File: src/rtl/named_handle_table_assert.svh
`ifndef NAMED_HANDLE_TABLE_ASSERT_SVH
`define NAMED_HANDLE_TABLE_ASSERT_SVH

// clocked check, quiet while reset is held
`define NHT_ASSERT(lbl, prop, msg) \
  lbl: assert property (@(posedge clk) disable iff (!rst_n) prop) else $error(msg);

// implication form of the above
`define NHT_ASSERT_IMP(lbl, ante, cons, msg) \
  `NHT_ASSERT(lbl, (ante) |-> (cons), msg)

`endif

File: src/rtl/nht_pkg.sv
package nht_pkg;

  localparam int KEY_W           = 56;
  localparam int HIN_W           = 32;
  localparam int HOUT_W          = 32;
  localparam int HEXT_W          = 64;
  localparam int CMD_W           = 2;
  localparam int ST_W            = 2;
  localparam int CNT_W           = 6;
  localparam int CNT_EXT_W       = 16;
  localparam int ENTRIES_DEF     = 32;
  localparam int HANDLE_BITS_DEF = 32;

  localparam logic [CMD_W-1:0] CMD_INSERT = 2'd0;
  localparam logic [CMD_W-1:0] CMD_REMOVE = 2'd1;
  localparam logic [CMD_W-1:0] CMD_LOOKUP = 2'd2;
  localparam logic [CMD_W-1:0] CMD_CLEAR  = 2'd3;

  localparam logic [ST_W-1:0] ST_OK   = 2'd0;
  localparam logic [ST_W-1:0] ST_FULL = 2'd1;
  localparam logic [ST_W-1:0] ST_MISS = 2'd2;

  typedef struct packed {
    logic [CMD_W-1:0] cmd;
    logic [KEY_W-1:0] key;
    logic [HIN_W-1:0] handle_in;
  } req_t;

  typedef struct packed {
    logic [ST_W-1:0]   status;
    logic [HOUT_W-1:0] handle_out;
    logic [CNT_W-1:0]  entry_count;
  } rsp_t;

endpackage

File: src/rtl/named_handle_table.sv
// Table of up to ENTRIES (56-bit name key, handle) pairs, searched from the
// lowest entry up. One request is taken at a time and gives one response.
// Insert and clear pass through their own step and then the done step, which
// offers the response. Lookup and remove walk the table memory (one read port
// and one write port) one
// entry per cycle, and remove then moves each later entry down one place per
// cycle through the same memory. The next request is taken as soon as the
// sequencer is back at its idle step, even while the previous response waits
// in the output register. The table holds no reset contents; entries are
// only read once written.
`include "named_handle_table_assert.svh"

module named_handle_table #(
  parameter int ENTRIES     = nht_pkg::ENTRIES_DEF,
  parameter int HANDLE_BITS = nht_pkg::HANDLE_BITS_DEF
) (
  input  logic          clk,
  input  logic          rst_n,
  input  logic          in_valid,
  output logic          in_stall,
  input  nht_pkg::req_t in_req,
  output logic          out_valid,
  input  logic          out_stall,
  output nht_pkg::rsp_t out_rsp
);

  import nht_pkg::*;

  localparam int AW = $clog2(ENTRIES);
  localparam int FW = $clog2(ENTRIES + 1);
  localparam int DW = KEY_W + HANDLE_BITS;

  localparam logic [2:0] S_IDLE  = 3'd0;
  localparam logic [2:0] S_INS   = 3'd1;
  localparam logic [2:0] S_CLR   = 3'd2;
  localparam logic [2:0] S_LSCAN = 3'd3;
  localparam logic [2:0] S_RSCAN = 3'd4;
  localparam logic [2:0] S_SHIFT = 3'd5;
  localparam logic [2:0] S_DEC   = 3'd6;
  localparam logic [2:0] S_DONE  = 3'd7;

  localparam logic [2:0] C_DISPATCH = 3'd0;
  localparam logic [2:0] C_GO       = 3'd1;
  localparam logic [2:0] C_SCAN     = 3'd2;
  localparam logic [2:0] C_SHIFT    = 3'd3;
  localparam logic [2:0] C_EMIT     = 3'd4;

  typedef struct packed {
    logic [2:0] cond;
    logic [2:0] tgt;
    logic       ins;
    logic       clr;
    logic       ld_hout;
    logic       inc_hit;
    logic       dec;
  } ucode_t;

  function automatic ucode_t ucode_rom(input logic [2:0] a);
    ucode_t w;
    w = '0;
    case (a)
      S_IDLE:  begin w.cond = C_DISPATCH; end
      S_INS:   begin w.cond = C_GO;    w.tgt = S_DONE;  w.ins = 1'b1; end
      S_CLR:   begin w.cond = C_GO;    w.tgt = S_DONE;  w.clr = 1'b1; end
      S_LSCAN: begin w.cond = C_SCAN;  w.tgt = S_DONE;  w.ld_hout = 1'b1; end
      S_RSCAN: begin w.cond = C_SCAN;  w.tgt = S_SHIFT; w.inc_hit = 1'b1; end
      S_SHIFT: begin w.cond = C_SHIFT; w.tgt = S_DEC; end
      S_DEC:   begin w.cond = C_GO;    w.tgt = S_DONE;  w.dec = 1'b1; end
      S_DONE:  begin w.cond = C_EMIT;  w.tgt = S_IDLE; end
      default: begin w.cond = C_GO;    w.tgt = S_IDLE; end
    endcase
    return w;
  endfunction

  function automatic logic [2:0] dispatch_map(input logic [CMD_W-1:0] c);
    logic [2:0] s;
    case (c)
      CMD_INSERT: s = S_INS;
      CMD_REMOVE: s = S_RSCAN;
      CMD_LOOKUP: s = S_LSCAN;
      CMD_CLEAR:  s = S_CLR;
      default:    s = S_CLR;
    endcase
    return s;
  endfunction

  logic [2:0]        upc_r, upc_nxt;
  logic [FW-1:0]     fill_r, fill_nxt;
  logic [FW-1:0]     ptr_r, ptr_nxt;
  logic [ST_W-1:0]   st_r, st_nxt;
  logic [HOUT_W-1:0] hout_r, hout_nxt;
  logic [KEY_W-1:0]  key_r;
  logic [HIN_W-1:0]  hin_r;
  logic              out_valid_r, out_valid_nxt;
  rsp_t              out_rsp_r;

  ucode_t            uw;
  logic              take, emit, scan_end, hit;
  logic              wr_en;
  logic [AW-1:0]     wr_addr;
  logic [DW-1:0]     wr_data, rd_data;
  logic [HEXT_W-1:0] hin_ext, hrd_ext;
  logic [CNT_EXT_W-1:0] cnt_ext;

  nht_ram #(
    .WIDTH (DW),
    .DEPTH (ENTRIES)
  ) u_store (
    .clk   (clk),
    .we    (wr_en),
    .waddr (wr_addr),
    .wdata (wr_data),
    .raddr (ptr_nxt[AW-1:0]),
    .rdata (rd_data)
  );

  assign hin_ext  = HEXT_W'(hin_r);
  assign hrd_ext  = HEXT_W'(rd_data[HANDLE_BITS-1:0]);
  assign scan_end = (ptr_r >= fill_r);
  assign hit      = (rd_data[DW-1 -: KEY_W] == key_r);
  assign in_stall = (upc_r != S_IDLE);
  assign cnt_ext  = CNT_EXT_W'(fill_r);

  always_comb begin
    uw        = ucode_rom(upc_r);
    upc_nxt   = upc_r;
    fill_nxt  = fill_r;
    ptr_nxt   = ptr_r;
    st_nxt    = st_r;
    hout_nxt  = hout_r;
    take      = 1'b0;
    emit      = 1'b0;
    wr_en     = 1'b0;
    wr_addr   = fill_r[AW-1:0];
    wr_data   = {key_r, hin_ext[HANDLE_BITS-1:0]};

    if (uw.ins) begin
      if (fill_r >= FW'(ENTRIES)) begin
        st_nxt = ST_FULL;
      end else begin
        wr_en    = 1'b1;
        fill_nxt = fill_r + 1'b1;
      end
    end
    if (uw.clr) begin
      fill_nxt = '0;
    end
    if (uw.dec) begin
      fill_nxt = fill_r - 1'b1;
    end

    case (uw.cond)
      C_DISPATCH: begin
        ptr_nxt = '0;
        if (in_valid) begin
          take     = 1'b1;
          st_nxt   = ST_OK;
          hout_nxt = '0;
          upc_nxt  = dispatch_map(in_req.cmd);
        end
      end
      C_GO: begin
        upc_nxt = uw.tgt;
      end
      C_SCAN: begin
        if (scan_end) begin
          st_nxt  = ST_MISS;
          upc_nxt = S_DONE;
        end else if (hit) begin
          upc_nxt = uw.tgt;
          if (uw.ld_hout) begin
            hout_nxt = hrd_ext[HOUT_W-1:0];
          end
          if (uw.inc_hit) begin
            ptr_nxt = ptr_r + 1'b1;
          end
        end else begin
          ptr_nxt = ptr_r + 1'b1;
        end
      end
      C_SHIFT: begin
        if (scan_end) begin
          upc_nxt = uw.tgt;
        end else begin
          wr_en   = 1'b1;
          wr_addr = AW'(ptr_r - 1'b1);
          wr_data = rd_data;
          ptr_nxt = ptr_r + 1'b1;
        end
      end
      C_EMIT: begin
        if (!out_valid_r || !out_stall) begin
          emit    = 1'b1;
          upc_nxt = uw.tgt;
        end
      end
      default: begin
        upc_nxt = S_IDLE;
      end
    endcase

    if (emit) begin
      out_valid_nxt = 1'b1;
    end else begin
      out_valid_nxt = out_valid_r && out_stall;
    end
  end

  always_ff @(posedge clk) begin
    if (!rst_n) begin
      upc_r       <= S_IDLE;
      fill_r      <= '0;
      ptr_r       <= '0;
      out_valid_r <= 1'b0;
    end else begin
      upc_r       <= upc_nxt;
      fill_r      <= fill_nxt;
      ptr_r       <= ptr_nxt;
      out_valid_r <= out_valid_nxt;
    end
  end

  always_ff @(posedge clk) begin
    st_r   <= st_nxt;
    hout_r <= hout_nxt;
    if (take) begin
      key_r <= in_req.key;
      hin_r <= in_req.handle_in;
    end
    if (emit) begin
      out_rsp_r.status      <= st_r;
      out_rsp_r.handle_out  <= hout_r;
      out_rsp_r.entry_count <= cnt_ext[CNT_W-1:0];
    end
  end

  assign out_valid = out_valid_r;
  assign out_rsp   = out_rsp_r;

  `NHT_ASSERT(a_fill_bound, fill_r <= FW'(ENTRIES), "fill count above table size")
  `NHT_ASSERT_IMP(a_ptr_bound, upc_r == S_LSCAN || upc_r == S_RSCAN || upc_r == S_SHIFT, ptr_r <= fill_r, "scan pointer past fill")
  `NHT_ASSERT_IMP(a_ins_grow, upc_r == S_INS && fill_r < FW'(ENTRIES), ##1 fill_r == $past(fill_r) + 1'b1, "insert did not grow table")
  `NHT_ASSERT_IMP(a_rem_shrink, upc_r == S_DEC, ##1 fill_r == $past(fill_r) - 1'b1, "remove did not shrink table")

endmodule

File: src/rtl/nht_ram.sv
module nht_ram #(
  parameter int WIDTH = 8,
  parameter int DEPTH = 2
) (
  input  logic                     clk,
  input  logic                     we,
  input  logic [$clog2(DEPTH)-1:0] waddr,
  input  logic [WIDTH-1:0]         wdata,
  input  logic [$clog2(DEPTH)-1:0] raddr,
  output logic [WIDTH-1:0]         rdata
);

  logic [WIDTH-1:0] mem [DEPTH];

  always_ff @(posedge clk) begin
    if (we) begin
      mem[waddr] <= wdata;
    end
    rdata <= mem[raddr];
  end

endmodule

File: config.mk
export PLATFORM = sky130hd
export DESIGN_NAME = named_handle_table
export DESIGN_NICKNAME = d
export VERILOG_FILES = /design/src/rtl/nht_pkg.sv /design/src/rtl/named_handle_table.sv /design/src/rtl/nht_ram.sv
export VERILOG_INCLUDE_DIRS = /design/src /design/src/rtl
export SDC_FILE = /design/constraint.sdc
export NUM_CORES = 2
export LEC_CHECK = 0
export ABC_AREA = 1
export BUFFER_PORTS_ARGS = -buffer_cell sky130_fd_sc_hd__buf_2
export CAP_MARGIN = 0
export CELL_PAD_IN_SITES_DETAIL_PLACEMENT = 1
export CELL_PAD_IN_SITES_GLOBAL_PLACEMENT = 2
export CORE_AREA = 3 3 601 603
export CTS_CLUSTER_SIZE = 16
export DETAILED_ROUTE_END_ITERATION = 7
export DIE_AREA = 0 0 604 606
export PLACE_DENSITY_LB_ADDON = 0.1
export REMOVE_ABC_BUFFERS = 1
export SLEW_MARGIN = 15
export SYNTH_ARGS = -nofsm -noshare
export SYNTH_HDL_FRONTEND = slang
export SYNTH_SLANG_ARGS = --single-unit
File: constraint.sdc
create_clock -name clk -period 6.77 [get_ports clk]
set_input_delay 0 -clock clk [delete_from_list [all_inputs] [get_ports clk]]
set_output_delay 0 -clock clk [all_outputs]
set_load 0.02 [all_outputs]
==> impl_metrics.env <==
export IMPL_period_needed_ns=5.57
export IMPL_synthDistinctLibCells=38
export IMPL_drive_gt1_frac=0.0925
export IMPL_max_freq_mhz=179
export IMPL_initial_core_util=0.349
export IMPL_cts_path_max_buffers=4
export IMPL_max_cap_violations=0
export IMPL_portBuffers=135
export IMPL_synth_top_cell_area_share=0.719
export IMPL_worstPathRequired_ns=7.37
export IMPL_crit_type="reg -> reg"
export IMPL_critPathLaunchType="flop"
export IMPL_hold_viol=0
export IMPL_nets=10453
export IMPL_status="completed"
export IMPL_worst_slew_pin_slew_ns=1.30
export IMPL_cts_buffers=354
export IMPL_pre_cts_ws_ns=1.32
export IMPL_synth_area_leaders="edfxtp_1 72%, nand3_1 16%, nand2_1 5.4%"
export IMPL_h_tree_depth=5
export IMPL_finalHoldWorstSlack_ns=0.104
export IMPL_die_width_um=604
export IMPL_crit_path_max_fanout=45
export IMPL_netlist_area_um2=124000
export IMPL_vias_per_cell=5.60
export IMPL_setup_viol=0
export IMPL_drt_total_wl_mm=463
export IMPL_grt_remaining_overflow=0
export IMPL_worstSetupEndpointType="flop"
export IMPL_clk_latency_ns=0.94
export IMPL_die_h_um=606
export IMPL_synthCells=10166
export IMPL_tns_ns=0
export IMPL_rr_endpoint="u_store.mem[13][18]"
export IMPL_worstSetupStartpoint="fill_r[3]"
export IMPL_min_to="upc_r[0]"
export IMPL_grt_pass1_wl_mm=661
export IMPL_r2r_start="fill_r[3]"
export IMPL_core_um2=356000
export IMPL_critPathSlowestCell="nor2_4"
export IMPL_final_area_um2=145000
export IMPL_hpwl_mm=214
export IMPL_final_cells=15401
export IMPL_grt_max_degree=200
export IMPL_p_leak_uw=0.0500
export IMPL_num_vias=86228
export IMPL_syn_to_final_growth_pct=16.3
export IMPL_period_share=0.823
export IMPL_dr_pass1_iters=5
export IMPL_crit_chain="clkinv_1, ha_1, a21oi_1, nor2_1, a211oi_2, nand2_1, nor2_4, buf_4, o22ai_1, inv_1, nand3_1, nor2_4, buf_4"
export IMPL_antenna_left=0
export IMPL_gp_congestion=0.747
export IMPL_dpl_cell_area_um2=131000
export IMPL_drc=0
export IMPL_final_fill_count=36929
export IMPL_rsz0062_at_grt="no"
export IMPL_dieArea_um2=366000
export IMPL_num_rows=219
export IMPL_worstPathArrival_ns=6.17
export IMPL_hold_depth=5
export IMPL_p_int_uw=41300
export IMPL_grt_use_total=0.248
export IMPL_place_inst=14557
export IMPL_p_comb_frac=0.388
export IMPL_post_drt_wl_per_cell_um=30.0
export IMPL_slew_headroom=0.129
export IMPL_ys_ff_latch=3082
export IMPL_power_frac_seq=0.346
export IMPL_r2r_slack_ns=1.20
export IMPL_avgSynthCellArea_um2=12.2
export IMPL_hp_start="in_req[88]"
export IMPL_ios=136
export IMPL_hp_class="in -> reg"
export IMPL_r2r_cells=13
export IMPL_cts_num_sinks=3082
export IMPL_layout_setup_ws_ns=1.20
export IMPL_p_sw_frac=0.417
export IMPL_grt_pass1_vias=88425
export IMPL_drtIter0Drc=7567
export IMPL_yosysSeqAreaShare=0.736
export IMPL_switching_power_uw=29500
export IMPL_cts_reportedPaths_clkPinSlew_ns=0.06
export IMPL_cts_resized=0
export IMPL_synth_area_leader_cell="edfxtp_1"
export IMPL_ir_drop_v=0.00122
export IMPL_power_per_cell_area_nw_per_um2=490
export IMPL_path_delay_family="simple AND/OR/NAND/NOR gates"
export IMPL_clockRootBuffer="clkbuf_16"
export IMPL_maxSlewViolCount=0
export IMPL_clkPwrFrac=0.266
export IMPL_antenna_found_initial=15
export IMPL_yosysWarnings=0
export IMPL_slowest_delay_ns=1.21
export IMPL_cts_tree="yes"
export IMPL_crit_buf_inv=4
export IMPL_clock_skew_ns=0.0441
## metrics by stage
stage,utilization,power [uW]
global placement,0.369,52200
finish,0.406,70800
detailed placement,0.369,52600
global route,0.406,75100
floorplan,-,31700
CTS,0.406,71700
## worst max-delay path by stage
stage | slack [ns] | to | depth (start not counted)
floorplan | -78.76 | u_store.rdata[87] | 16
global placement | 1.39 | u_store.mem[28][83] | 12
detailed placement | 1.32 | u_store.mem[13][4] | 13
CTS | 1.33 | u_store.mem[13][55] | 13
global route | 1.03 | u_store.mem[13][55] | 13
finish | 1.20 | u_store.mem[13][18] | 13
## cells by family after synthesis
| kind of cell | share of synthesized area |
|---|---|
| XOR/XNOR | 0.00218 |
| adder cells (fa/ha/maj) | 0.00111 |
| AND/OR/NAND/NOR | 0.223 |
| AO/OA/AOI/OAI | 0.00490 |
| buffers and inverters | 0.0333 |
| flip-flops | 0.736 |
## layer usage
metal	global-route usage	up-vias	share of wire
met5	0	-	0.000028
met4	0.0474	2	0.018
met3	0.0260	525	0.043
met2	0.409	2101	0.47
met1	0.356	45941	0.46
li1	-	37659	-
## tightest hold or removal path, stage by stage
cell and delay, ns:
dlygate4sd3_1 0.53, buf_2 0.17, nand2_1 0.09, a21oi_1 0.14
a211oi_1 0.05
## placed cells by master (no fill, tap or decap), drive strengths merged, types with 106 or more instances in the layout
cell type and count:
dlygate4sd3 186, inv 152, nand2 1797, nor2 135, clkinv 114, dfxtp 106
buf 421, nand3 4065, clkbuf 507, edfxtp 2976
## synthesized netlist by cell type
cell type,n
a211oi_1,6
a211oi_2,1
a21boi_0,1
a21oi_1,10
a21oi_2,1
a221oi_1,1
a22oi_1,1
a22oi_2,1
a31oi_1,2
buf_1,77
buf_2,460
buf_4,28
clkbuf_1,216
clkinv_1,3
dfxtp_1,106
edfxtp_1,2976
ha_1,11
inv_1,125
inv_2,12
nand2_1,1795
nand2_2,2
nand3_1,4065
nand4_1,8
nor2_1,128
nor2_2,6
nor2_4,1
nor3_1,7
nor3b_1,1
o2111ai_1,1
o211ai_1,2
o21ai_0,75
o21ai_1,1
o21bai_2,1
o221ai_1,1
o22ai_1,2
o31ai_1,1
xnor2_1,9
xor2_1,22
## repair_timing
item,in CTS,in global routing
hold buffers,186,0
hold endpoints to repair,158,0
setup buffers,0,0
## power groups by stage
stage	Combinational (uW)	Sequential [uW]	Clock (uW)
5_1_grt	30500	24600	20000
4_1_cts	27900	24500	19300
3_3_place_gp	27300	24900	0
6_report	27500	24500	18800
3_5_place_dp	27700	24900	0
2_1_floorplan	6820	24800	0
## cell type report
cell class	instances	area, um2	share of cell area
multi-input cells	6163	29200	0.202
inverters	140	546	0.00377
repair buffers	607	6190	0.0428
flip-flops and latches	3082	91500	0.633
well taps	4751	5940	0.0411
clock inverters	146	1360	0.00941
diodes	5	12.5	0.0000865
clock buffers	507	9880	0.0683
## flip-flops by register name, indices dropped and copies added (netlist names)
name,cells
u_store.mem,2816
u_store.rdata,88
key_r,56
out_rsp,40
hin_r,32
hout_r,32
fill_r,6
ptr_r,6
upc_r,3
st_r,2
out_valid,1
(Power assumes the default switching activity.)
